<file path="src/design/spf_pkg.sv">
// shared types and constants for the sample packet framer
// used by spf_front, spf_queue, spf_back and sample_packet_framer
package spf_pkg;

    localparam int TRIPLES_PER_PACKET_DEF = 64;
    localparam int QUEUE_DEPTH_DEF        = 2;

    localparam int SAMPLE_W = 10;
    localparam int BYTE_W   = 8;
    localparam int DELAY_W  = 16;
    localparam int CFG_IDX_W = 8;
    localparam int POS_W    = 5;

    localparam logic [BYTE_W-1:0] START_MARK = 8'hBF;
    localparam logic [BYTE_W-1:0] END_MARK   = 8'hFB;

    localparam logic [CFG_IDX_W-1:0] REG_DEVICE_ID    = 8'd0;
    localparam logic [CFG_IDX_W-1:0] REG_SAMPLE_DELAY = 8'd1;

    // byte positions within the work of one item
    localparam logic [POS_W-1:0] POS_START     = 5'd0;
    localparam logic [POS_W-1:0] POS_ID        = 5'd1;
    localparam logic [POS_W-1:0] POS_S0_HI     = 5'd2;
    localparam logic [POS_W-1:0] POS_S0_LO     = 5'd3;
    localparam logic [POS_W-1:0] POS_S1_HI     = 5'd4;
    localparam logic [POS_W-1:0] POS_S1_LO     = 5'd5;
    localparam logic [POS_W-1:0] POS_S2_HI     = 5'd6;
    localparam logic [POS_W-1:0] POS_S2_LO     = 5'd7;
    localparam logic [POS_W-1:0] POS_DELAY_HI  = 5'd8;
    localparam logic [POS_W-1:0] POS_DELAY_LO  = 5'd9;
    localparam logic [POS_W-1:0] POS_PAD_LAST  = 5'd21;
    localparam logic [POS_W-1:0] POS_CHECKSUM  = 5'd22;
    localparam logic [POS_W-1:0] POS_END       = 5'd23;

    typedef struct packed {
        logic                  first;
        logic                  last;
        logic [SAMPLE_W-1:0]   s0;
        logic [SAMPLE_W-1:0]   s1;
        logic [SAMPLE_W-1:0]   s2;
        logic [BYTE_W-1:0]     device_id;
        logic [DELAY_W-1:0]    sample_delay;
    } t_job;

    typedef struct packed {
        logic full;
        logic empty;
    } t_q_status;

endpackage

</file>
<file path="src/design/sample_packet_framer.sv">
// top level of the sample packet framer: front, job queue and back
// depends on spf_pkg, spf_front, spf_queue, spf_back
//
//  channel   direction  handshake                 payload
//  cfg       in         i_cfg_valid/o_cfg_ready   i_cfg_index, i_cfg_data
//  samples   in         i_valid/o_stall           i_sample_first/second/third
//  bytes     out        o_valid/i_stall           o_packet_byte, o_packet_end
//
// one byte leaves per cycle unless i_stall or an empty queue holds it; the byte sequencer
// gives a middle triple 6 bytes, the first 8, the last 22 (24 for a one-triple packet)
// a triple is taken at the first edge it is offered while the queue has room
// with the back part idle its first byte passes the queue, then the output register
// the output register holds a byte under i_stall while the front keeps filling the queue
// reset clears counters, queue pointers, checksum and both config registers
module sample_packet_framer #(
    parameter int TRIPLES_PER_PACKET = spf_pkg::TRIPLES_PER_PACKET_DEF,
    parameter int QUEUE_DEPTH        = spf_pkg::QUEUE_DEPTH_DEF
) (
    input  logic                          i_clk,
    input  logic                          i_rst_n,
    input  logic                          i_cfg_valid,
    output logic                          o_cfg_ready,
    input  logic [spf_pkg::CFG_IDX_W-1:0] i_cfg_index,
    input  logic [spf_pkg::DELAY_W-1:0]   i_cfg_data,
    input  logic                          i_valid,
    output logic                          o_stall,
    input  logic [spf_pkg::SAMPLE_W-1:0]  i_sample_first,
    input  logic [spf_pkg::SAMPLE_W-1:0]  i_sample_second,
    input  logic [spf_pkg::SAMPLE_W-1:0]  i_sample_third,
    output logic                          o_valid,
    input  logic                          i_stall,
    output logic [spf_pkg::BYTE_W-1:0]    o_packet_byte,
    output logic                          o_packet_end
);

    spf_pkg::t_job      w_push_job;
    spf_pkg::t_job      w_head_job;
    spf_pkg::t_q_status w_q_status;
    logic               w_push;
    logic               w_pop;

    spf_front #(
        .TRIPLES_PER_PACKET(TRIPLES_PER_PACKET)
    ) u_front (
        .i_clk           (i_clk),
        .i_rst_n         (i_rst_n),
        .i_cfg_valid     (i_cfg_valid),
        .o_cfg_ready     (o_cfg_ready),
        .i_cfg_index     (i_cfg_index),
        .i_cfg_data      (i_cfg_data),
        .i_valid         (i_valid),
        .o_stall         (o_stall),
        .i_sample_first  (i_sample_first),
        .i_sample_second (i_sample_second),
        .i_sample_third  (i_sample_third),
        .i_q_status      (w_q_status),
        .o_push          (w_push),
        .o_job           (w_push_job)
    );

    spf_queue #(
        .QUEUE_DEPTH(QUEUE_DEPTH)
    ) u_queue (
        .i_clk    (i_clk),
        .i_rst_n  (i_rst_n),
        .i_push   (w_push),
        .i_job    (w_push_job),
        .i_pop    (w_pop),
        .o_job    (w_head_job),
        .o_status (w_q_status)
    );

    spf_back u_back (
        .i_clk         (i_clk),
        .i_rst_n       (i_rst_n),
        .i_job         (w_head_job),
        .i_q_status    (w_q_status),
        .o_pop         (w_pop),
        .o_valid       (o_valid),
        .i_stall       (i_stall),
        .o_packet_byte (o_packet_byte),
        .o_packet_end  (o_packet_end)
    );

endmodule

</file>
<file path="src/design/spf_front.sv">
// front part: configuration registers, triple counting, job building
// depends on spf_pkg
module spf_front #(
    parameter int TRIPLES_PER_PACKET = spf_pkg::TRIPLES_PER_PACKET_DEF
) (
    input  logic                            i_clk,
    input  logic                            i_rst_n,
    input  logic                            i_cfg_valid,
    output logic                            o_cfg_ready,
    input  logic [spf_pkg::CFG_IDX_W-1:0]   i_cfg_index,
    input  logic [spf_pkg::DELAY_W-1:0]     i_cfg_data,
    input  logic                            i_valid,
    output logic                            o_stall,
    input  logic [spf_pkg::SAMPLE_W-1:0]    i_sample_first,
    input  logic [spf_pkg::SAMPLE_W-1:0]    i_sample_second,
    input  logic [spf_pkg::SAMPLE_W-1:0]    i_sample_third,
    input  spf_pkg::t_q_status              i_q_status,
    output logic                            o_push,
    output spf_pkg::t_job                   o_job
);

    localparam int CW = (TRIPLES_PER_PACKET > 1) ? $clog2(TRIPLES_PER_PACKET) : 1;
    localparam logic [CW-1:0] LAST_COUNT = CW'(TRIPLES_PER_PACKET - 1);

    logic [spf_pkg::BYTE_W-1:0]  r_device_id;
    logic [spf_pkg::DELAY_W-1:0] r_sample_delay;
    logic [CW-1:0]               r_count;
    logic [CW-1:0]               n_count;
    logic                        w_first;
    logic                        w_last;
    logic                        w_accept;

    assign o_cfg_ready = 1'b1;
    assign o_stall     = i_q_status.full;
    assign w_accept    = i_valid && !i_q_status.full;
    assign w_first     = (r_count == '0);
    assign w_last      = (r_count == LAST_COUNT);
    assign n_count     = w_last ? '0 : r_count + 1'b1;

    always_ff @(posedge i_clk) begin
        if (!i_rst_n) begin
            r_device_id    <= '0;
            r_sample_delay <= '0;
        end else if (i_cfg_valid) begin
            if (i_cfg_index == spf_pkg::REG_DEVICE_ID) begin
                r_device_id <= i_cfg_data[spf_pkg::BYTE_W-1:0];
            end else if (i_cfg_index == spf_pkg::REG_SAMPLE_DELAY) begin
                r_sample_delay <= i_cfg_data;
            end
        end
    end

    always_ff @(posedge i_clk) begin
        if (!i_rst_n) begin
            r_count <= '0;
        end else if (w_accept) begin
            r_count <= n_count;
        end
    end

    assign o_push = w_accept;

    always_comb begin
        o_job.first        = w_first;
        o_job.last         = w_last;
        o_job.s0           = i_sample_first;
        o_job.s1           = i_sample_second;
        o_job.s2           = i_sample_third;
        o_job.device_id    = r_device_id;
        o_job.sample_delay = r_sample_delay;
    end

endmodule

</file>
<file path="src/design/spf_queue.sv">
// short job queue between the front and back parts
// depends on spf_pkg
module spf_queue #(
    parameter int QUEUE_DEPTH = spf_pkg::QUEUE_DEPTH_DEF
) (
    input  logic               i_clk,
    input  logic               i_rst_n,
    input  logic               i_push,
    input  spf_pkg::t_job      i_job,
    input  logic               i_pop,
    output spf_pkg::t_job      o_job,
    output spf_pkg::t_q_status o_status
);

    localparam int PW = (QUEUE_DEPTH > 1) ? $clog2(QUEUE_DEPTH) : 1;
    localparam int NW = $clog2(QUEUE_DEPTH + 1);
    localparam logic [PW-1:0] LAST_PTR = PW'(QUEUE_DEPTH - 1);
    localparam logic [NW-1:0] FULL_CNT = NW'(QUEUE_DEPTH);

    spf_pkg::t_job r_mem [QUEUE_DEPTH];
    logic [PW-1:0] r_wr_ptr;
    logic [PW-1:0] r_rd_ptr;
    logic [NW-1:0] r_fill;
    logic [NW-1:0] n_fill;

    always_comb begin
        n_fill = r_fill;
        if (i_push && !i_pop) begin
            n_fill = r_fill + 1'b1;
        end else if (i_pop && !i_push) begin
            n_fill = r_fill - 1'b1;
        end
    end

    always_ff @(posedge i_clk) begin
        if (!i_rst_n) begin
            r_wr_ptr <= '0;
            r_rd_ptr <= '0;
            r_fill   <= '0;
        end else begin
            r_fill <= n_fill;
            if (i_push) begin
                r_wr_ptr <= (r_wr_ptr == LAST_PTR) ? '0 : r_wr_ptr + 1'b1;
            end
            if (i_pop) begin
                r_rd_ptr <= (r_rd_ptr == LAST_PTR) ? '0 : r_rd_ptr + 1'b1;
            end
        end
    end

    always_ff @(posedge i_clk) begin
        if (i_push) begin
            r_mem[r_wr_ptr] <= i_job;
        end
    end

    assign o_job          = r_mem[r_rd_ptr];
    assign o_status.full  = (r_fill == FULL_CNT);
    assign o_status.empty = (r_fill == '0);

endmodule

</file>
<file path="src/design/spf_back.sv">
// back part: byte sequencer, running checksum and output register
// depends on spf_pkg
module spf_back (
    input  logic                          i_clk,
    input  logic                          i_rst_n,
    input  spf_pkg::t_job                 i_job,
    input  spf_pkg::t_q_status            i_q_status,
    output logic                          o_pop,
    output logic                          o_valid,
    input  logic                          i_stall,
    output logic [spf_pkg::BYTE_W-1:0]    o_packet_byte,
    output logic                          o_packet_end
);

    logic                         r_busy;
    logic [spf_pkg::POS_W-1:0]    r_pos;
    logic [spf_pkg::BYTE_W-1:0]   r_sum;
    logic                         r_out_valid;
    logic [spf_pkg::BYTE_W-1:0]   r_out_byte;
    logic                         r_out_end;

    logic                         w_advance;
    logic                         w_fire;
    logic                         w_done;
    logic [spf_pkg::POS_W-1:0]    w_pos;
    logic [spf_pkg::BYTE_W-1:0]   w_byte;
    logic [spf_pkg::BYTE_W-1:0]   w_check;

    assign w_advance = !r_out_valid || !i_stall;
    assign w_fire    = w_advance && !i_q_status.empty;
    assign w_pos     = r_busy ? r_pos
                     : (i_job.first ? spf_pkg::POS_START : spf_pkg::POS_S0_HI);
    assign w_done    = (w_pos == spf_pkg::POS_S2_LO && !i_job.last)
                     || (w_pos == spf_pkg::POS_END);
    assign o_pop     = w_fire && w_done;
    assign w_check   = r_sum + spf_pkg::END_MARK;

    always_comb begin
        case (w_pos)
            spf_pkg::POS_START:    w_byte = spf_pkg::START_MARK;
            spf_pkg::POS_ID:       w_byte = i_job.device_id;
            spf_pkg::POS_S0_HI:    w_byte = {6'b0, i_job.s0[9:8]};
            spf_pkg::POS_S0_LO:    w_byte = i_job.s0[7:0];
            spf_pkg::POS_S1_HI:    w_byte = {6'b0, i_job.s1[9:8]};
            spf_pkg::POS_S1_LO:    w_byte = i_job.s1[7:0];
            spf_pkg::POS_S2_HI:    w_byte = {6'b0, i_job.s2[9:8]};
            spf_pkg::POS_S2_LO:    w_byte = i_job.s2[7:0];
            spf_pkg::POS_DELAY_HI: w_byte = i_job.sample_delay[15:8];
            spf_pkg::POS_DELAY_LO: w_byte = i_job.sample_delay[7:0];
            spf_pkg::POS_CHECKSUM: w_byte = w_check;
            spf_pkg::POS_END:      w_byte = spf_pkg::END_MARK;
            default:               w_byte = '0;
        endcase
    end

    always_ff @(posedge i_clk) begin
        if (!i_rst_n) begin
            r_busy      <= 1'b0;
            r_pos       <= '0;
            r_sum       <= '0;
            r_out_valid <= 1'b0;
        end else begin
            if (w_advance) begin
                r_out_valid <= !i_q_status.empty;
            end
            if (w_fire) begin
                r_busy <= !w_done;
                r_pos  <= w_pos + 1'b1;
                if (w_pos == spf_pkg::POS_START) begin
                    r_sum <= w_byte;
                end else if (w_pos < spf_pkg::POS_CHECKSUM) begin
                    r_sum <= r_sum + w_byte;
                end
            end
        end
    end

    always_ff @(posedge i_clk) begin
        if (w_fire) begin
            r_out_byte <= w_byte;
            r_out_end  <= (w_pos == spf_pkg::POS_END);
        end
    end

    assign o_valid       = r_out_valid;
    assign o_packet_byte = r_out_byte;
    assign o_packet_end  = r_out_end;

`ifndef SYNTHESIS
    a_end_byte: assert property (@(posedge i_clk) disable iff (!i_rst_n)
        (r_out_valid && r_out_end) |-> (r_out_byte == spf_pkg::END_MARK))
        else $error("end flag on a byte other than the end mark");

    a_pos_range: assert property (@(posedge i_clk) disable iff (!i_rst_n)
        r_busy |-> (r_pos != spf_pkg::POS_START && r_pos <= spf_pkg::POS_END))
        else $error("byte position out of range while busy");

    a_busy_has_job: assert property (@(posedge i_clk) disable iff (!i_rst_n)
        r_busy |-> !i_q_status.empty)
        else $error("busy with no job in the queue");

    a_trailer_only_last: assert property (@(posedge i_clk) disable iff (!i_rst_n)
        (r_busy && r_pos > spf_pkg::POS_S2_LO) |-> i_job.last)
        else $error("trailer bytes for a job that does not end a packet");
`endif

endmodule

</file>
<file path="config.mk">
export PLATFORM = sky130hd
export DESIGN_NAME = sample_packet_framer
export DESIGN_NICKNAME = d
export VERILOG_FILES = /design/src/design/spf_pkg.sv /design/src/design/sample_packet_framer.sv /design/src/design/spf_front.sv /design/src/design/spf_queue.sv /design/src/design/spf_back.sv
export SDC_FILE = /design/constraint.sdc
export NUM_CORES = 1
export LEC_CHECK = 0
export CORE_AREA = 2 2 109 111
export CTS_BUF_LIST = sky130_fd_sc_hd__clkbuf_4
export CTS_CLUSTER_DIAMETER = 200
export DETAILED_ROUTE_END_ITERATION = 8
export DIE_AREA = 0 0 111 113
export DONT_BUFFER_PORTS = 1
export PLACE_DENSITY = 0.76
export SKIP_LAST_GASP = 1
export SYNTH_ARGS = -nofsm -noshare
export SYNTH_HDL_FRONTEND = slang
export SYNTH_SLANG_ARGS = --single-unit
export TNS_END_PERCENT = 30
</file>
<file path="constraint.sdc">
create_clock -name i_clk -period 5.3 [get_ports i_clk]
set_clock_uncertainty 0.2 [all_clocks]
set_input_delay 1.06 -clock i_clk [delete_from_list [all_inputs] [get_ports i_clk]]
set_output_delay 1.06 -clock i_clk [all_outputs]
set_load 0.01 [all_outputs]
</file>
==> results of run 1 <==
[metrics by stage]
stage / cell area, µm² / hold WS, ns / utilization (%) / setup slack, ns
after CTS: 7610 / 0.270 / 67.5 / 1.14
final: 7610 / 0.269 / 67.5 / 1.12
after floorplan: 7190 / 0.225 / - / 0.605
after global routing: 7610 / 0.292 / 67.5 / 0.841
after detailed placement: 7310 / 0.243 / 64.9 / 1.22
after global placement: 7310 / 0.234 / 64.9 / 1.36
[worst max-delay path, stage by stage, from the launching register on]
cell and delay (ns):
edfxtp_1 0.40, mux2_4 0.30, o21ai_0 0.27, inv_1 0.08
ha_1 0.31, nand3_1 0.25, o221ai_1 0.16, or4_1 0.53
ha_1 0.37, nand3_1 0.09, o211ai_1 0.21, o221ai_1 0.18
or4_4 0.45, a21oi_1 0.18, a311oi_2 0.06
[final timing paths]
check                                                from                  end  slack, ns  cells after the start
worst max-delay path                 u_queue.r_mem[0][55]      u_back.r_sum[7]       1.12                     14
worst min-delay path            u_front.r_sample_delay[6]  u_queue.r_mem[0][6]       0.27                      0
worst max register to register       u_queue.r_mem[0][55]      u_back.r_sum[7]       1.12                     14
worst min register to register  u_front.r_sample_delay[6]  u_queue.r_mem[0][6]       0.27                      0
[layout make-up]
class                      instances  area [µm²]
clock buffer                      18         135
sequential                       171        4640
clock inverter                    14         159
timing repair buffer               5        37.5
inverter                          16        60.1
multi-input combinational        339        2400
fill                             833        3660
tap                              143         179
[Yosys cell counts, types with 5 or more instances]
cell type,count
edfxtp_1,121
mux2i_1,63
nor2_1,54
dfxtp_1,50
nand2_1,27
o21ai_0,21
a21oi_1,18
nand3_1,16
inv_1,14
o22ai_1,14
ha_1,13
clkbuf_1,11
xor2_1,11
buf_2,9
a211oi_1,6
mux2_2,6
nor2b_1,6
nor3_1,6
or3_1,6
xnor2_1,5
[power by group]
group	switching (mW)	internal, mW	total, mW
registers	0.0794	1.57	1.65
logic	0.288	0.180	0.468
clock network	0.468	0.299	0.766
[layer usage]
metal  part of all wire (%)  up-vias  global-route usage, %
met2                     49      158                   37.7
met5                      0        -                      0
met3                    6.2       24                   6.53
li1                       -     2076                      -
met4                    2.2        0                   10.3
met1                     43     2070                   31.6
[sequential cells by signal (all words and copies together) (netlist names), named ones only]
register                count
u_back.o_packet_end         1
u_back.o_valid              1
u_back.r_busy               1
u_back.r_pos                5
u_back.r_sum                8
u_back.o_packet_byte        8
u_queue.r_rd_ptr            1
u_queue.r_fill              2
u_queue.r_wr_ptr            1
u_front.r_sample_delay     16
u_front.r_count             6
u_queue.r_mem             112
u_front.r_device_id         8
[cells by family (layout without fill, tap and decap cells)]
| group | Yosys count | in the layout |
|---|---|---|
| xor gates and xnor gates | 16 | 16 |
| AOI/OAI and AO/OA | 96 | 96 |
| other | 1 | 1 |
| DFF | 171 | 171 |
| adders and majority gates | 14 | 14 |
| buffers and inverters | 38 | 53 |
| and+or+nand+nor | 142 | 142 |
| muxes | 70 | 70 |
==> metrics.md, run 1 <==
| Metric | Value |
|---|---|
| Worst-Margin Slew | `1.12 ns` |
| Worst Path Arrival | `4.43 ns` |
| P_leak | `2.64 nW` |
| 1st-pass router iterations | `7` |
| Min Tclk post-route | `4.18 ns` |
| Total GRT Usage | `23.9%` |
| Vias per cell | `6.13` |
| Cell chosen for the clock root | `clkbuf_4` |
| H-tree depth | `4` |
| Initial Utilization | `63.8%` |
| DP HPWL | `9900 µm` |
| Final hold vios | `0` |
| Final #Nets | `623` |
| Main synth FF type | `edfxtp_1` |
| Crit. End Element | `flop` |
| Yosys cell types | `63` |
| Die area | `0.0125 mm²` |
| Post-Synth XOR/XNOR Area | `1.95%` |
| TritonCTS Buffers | `17` |
| CTS tree | `yes` |
| Largest family of logic cells by synthesized area | `multiplexers` |
| Core footprint | `0.0113 mm²` |
| Total Power | `2.89 mW` |
| Post-synthesis compound-gate area fraction | `9.17%` |
| Hold Crit Class | `flop to flop` |
| Vias after detailed routing | `4,328` |
| # hold bufs at CTS | `0` |
| Final WL | `14,100 µm` |
| Slew Viols, Final | `0` |
| Post-cts sizing count | `0` |
| Vias in the first global route | `4,363` |
| EDFF count, synth | `121` |
| First-pass GRT wire length | `22,700 µm` |
| Initial antenna violation count | `0` |
| Sum Neg Setup Slack | `0 ns` |
| Outcome | `finished clean` |
| Power density over the cells | `379 mW/mm²` |
| Post-synthesis simple-gate area fraction | `9.65%` |
| Number of post-CTS setup repair buffers | `0` |
| Sequential area share after synthesis | `64.4%` |
| Worst-skew pair later-pin latency | `0.60 ns` |
| Mux cell area share after synthesis | `9.91%` |
| Post-Synthesis Cells | `548` |
| Clock Path Buffers | `2` |
| Commonest non-fill, non-tap cell in the layout | `edfxtp_1` |
| Post-Syn Area | `0.00719 mm²` |
| Syn avg cell area | `13.1 µm²` |
| Overflow after GRT | `0` |
| Synth top area cells | `edfxtp_1, dfxtp_1, mux2i_1, nor2_1, ha_1` |
| Synth warn | `0` |
| Gp weighted congestion | `0.922` |
| Worst rel slew slack | `25.4%` |
| Routed WL per cell | `20.0 µm` |
| Fmax | `239 MHz` |
| Fin crit share | `78.8%` |
| Critical path class | `flop to flop` |
| Max Cap Viol | `0` |
| Flops & latches, synth | `171` |
| Port Buffer Count | `0` |
| Max IR drop VDD | `310 µV` |
| Layout cells sized above 1 | `9.59%` |
| Placed cell count | `674` |
| Post-route DRC violation count | `0` |
| CP startpoint kind | `flop` |
| Routed Antenna Nets | `0` |
| Non-filler instance count after layout | `706` |
| Post-Synth Adder-Cell Area | `2.54%` |
| Antenna diode count | `0` |
| Cell Rows | `39` |
| Crit Path Max Fanout | `9` |
| Net Count, Synth | `621` |
| Crit path required time | `5.56 ns` |
| Async SR Flop Fraction | `0%` |
| # IOs | `71` |
| Commonest non-fill, non-tap cells in the layout | `edfxtp_1, mux2i_1, nor2_1` |
| Reg clk slew, reported paths | `0.15 ns` |
| Die X | `111 µm` |
| Synth top area share | `50.5%` |
| Layout area overhead | `5.77%` |
| Final setup viols | `0` |
| Die Y | `113 µm` |
| Largest net degree at the start of global routing | `54` |
| DRT iter0 DRCs | `359` |
| Top cell type by total area after synthesis | `edfxtp_1` |
| RSZ-0062 raised after global routing | `false` |
| Clock Sinks | `171` |
Power figures use the tool's default switching activity.
==> run 2, diff against run 1 <==
- clock period: 5.3 -> 3.9 ns (I/O delays scaled with it)
==> run 2 against run 1 <==
  * Utilization grew 1.6 points
  * Non-clock buffer count increased by 21
  * Power increased by 37%
  * Sequential power is 36% higher
  * Global-route usage is 1.6 points higher
==> metrics.md, run 2 (same netlist as run 1, synthesis figures left out) <==
| Metric | Value |
|---|---|
| Outcome | `finished clean` |
| Die area | `0.0125 mm²` |
| Fmax | `273 MHz` |
| Gp weighted congestion | `0.926` |
| H-tree depth | `4` |
| Filler cells | `807` |
| Reg clk slew, reported paths | `0.16 ns` |
| Biggest register | `u_queue.r_mem` |
| Placed Area | `0.00747 mm²` |
| Biggest registers after layout | `u_queue.r_mem x112, u_front.r_sample_delay x16` |
| Design area | `0.00779 mm²` |
| Commonest non-fill, non-tap cells in the layout | `edfxtp_1, mux2i_1, nor2_1` |
| Layout cells sized above 1 | `13.9%` |
| Overflow after GRT | `0` |
| CP peak stage delay | `0.53 ns` |
| Total Power | `3.97 mW` |
| CTS tree | `yes` |
| Total GRT Usage | `25.4%` |
| Die Y | `113 µm` |
| RSZ-0062 raised after global routing | `false` |
| Layout area overhead | `8.33%` |
| Max reg flops | `112` |
| Slew Viols, Final | `0` |
| Final WL | `15,100 µm` |
| Routed Antenna Nets | `0` |
| Port Buffer Count | `0` |
| Final core utilization | `69.1%` |
| Crit. End Element | `flop` |
| Critical path class | `flop to flop` |
| Max Cap Viol | `0` |
| Initial antenna violation count | `0` |
| Worst-skew pair later-pin latency | `0.58 ns` |
| Final hold vios | `0` |
| Cell chosen for the clock root | `clkbuf_4` |
| CP startpoint kind | `flop` |
| Core footprint | `0.0113 mm²` |
| Vias per cell | `6.11` |
| CP max-delay cell | `or4_1` |
| Clock Sinks | `171` |
| Worst path top cell family by delay | `simple AND/OR/NAND/NOR gates` |
| # IOs | `71` |
| DP HPWL | `10,800 µm` |
| Post-route DRC violation count | `0` |
| Cell Rows | `39` |
| Crit-path most repeated cell | `nand3_1` |
| Hold Crit Class | `input port to flop` |
| Routed WL per cell | `20.8 µm` |
| Min Tclk post-route | `3.66 ns` |
| TritonCTS Buffers | `17` |
| Max IR drop VDD | `421 µV` |
| Sum Neg Setup Slack | `0 ns` |
| Crit Path Max Fanout | `6` |
| Largest net degree at the start of global routing | `54` |
| Initial Utilization | `63.8%` |
| 1st-pass router iterations | `5` |
| Clock Path Buffers | `2` |
| Worst Path Arrival | `3.91 ns` |
| Fin crit share | `93.8%` |
| Final worst slack | `0.240 ns` |
| Vias after detailed routing | `4,440` |
| Die X | `111 µm` |
| P_leak | `2.73 nW` |
| Power density over the cells | `509 mW/mm²` |
| Cell chain of the critical path | `mux2_4 > o21ai_1 > inv_1 > ha_2 > nand3_1 > o221ai_1 > or4_1 > ha_1 > nand3_1 > o211ai_1 > o221ai_2 > or4_4 > a21oi_2 > a311oi_2` |
| WP buf/inv | `1` |
| Worst-Margin Slew | `0.704 ns` |
| Final #Nets | `644` |
| Antenna diode count | `0` |
| Crit path required time | `4.15 ns` |
| Worst rel slew slack | `53.0%` |
| Vias in the first global route | `4,533` |
| First-pass GRT wire length | `23,900 µm` |
| Final setup viols | `0` |
| Commonest non-fill, non-tap cell in the layout | `edfxtp_1` |
| DRT iter0 DRCs | `334` |
| Setup Slack @ Placement | `0.0525 ns` |
[run 2: cell count changes in the layout (fill, tap and decap cells not counted), sizes merged]
cell	change
buf	+21
bufinv	-1
inv	+2
clkinvlp	+2
clkinv	-3
[run 2: per-layer routing]
metal,routed length (µm),GRT usage (%)
met3,850,7.77
met2,7270,40.0
met4,431,10.6
met1,6570,33.4
met5,0,0
[run 2: worst reg2reg max path: stages, from the launching register on]
cell and delay (ns):
edfxtp_1 0.40, mux2_4 0.30, o21ai_1 0.17, inv_1 0.07, ha_2 0.22, nand3_1 0.10
o221ai_1 0.13, or4_1 0.53, ha_1 0.33, nand3_1 0.07, o211ai_1 0.26, o221ai_2 0.13
or4_4 0.44, a21oi_2 0.15, a311oi_2 0.05
[run 2: what timing repair did]
item,CTS,global route
hold buffers,0,0
setup endpoints to repair,0,2
buffers inserted,0,2
resized for setup,0,9
[run 2: stage by stage]
stage / hold slack [ns] / instances
floorplan: 0.225 / 548
global placement: 0.231 / 693
detailed placement: 0.238 / 693
CTS: 0.0347 / 725
global route: 0.00534 / 727
finish: 0.0827 / 727
[run 2: final timing paths]
kind / from / endpoint / slack, ns / depth (start not counted)
max: u_queue.r_mem[0][55] / u_back.r_sum[7] / 0.24 / 14
min: i_sample_first[3] / u_queue.r_mem[1][47] / 0.08 / 0
max reg2reg: u_queue.r_mem[0][55] / u_back.r_sum[7] / 0.24 / 14
min reg2reg: u_front.r_device_id[3] / u_queue.r_mem[0][19] / 0.26 / 0
[run 2: area by class of cell]
type / count / area (µm²) / area share, %
Sequential cell: 171 / 4640 / 59.5
Tap cell: 143 / 179 / 2.30
Timing Repair Buffer: 26 / 208 / 2.67
Clock inverter: 14 / 148 / 1.89
Multi-Input combinational cell: 339 / 2430 / 31.1
Clock buffer: 18 / 135 / 1.73
Inverter: 16 / 60.1 / 0.771
[run 2: where the power goes]
part / internal, mW / switching (mW) / total [mW]
Sequential: 2.14 / 0.113 / 2.25
Combinational: 0.283 / 0.421 / 0.703
Clock: 0.351 / 0.663 / 1.01
Total: 2.77 / 1.20 / 3.97
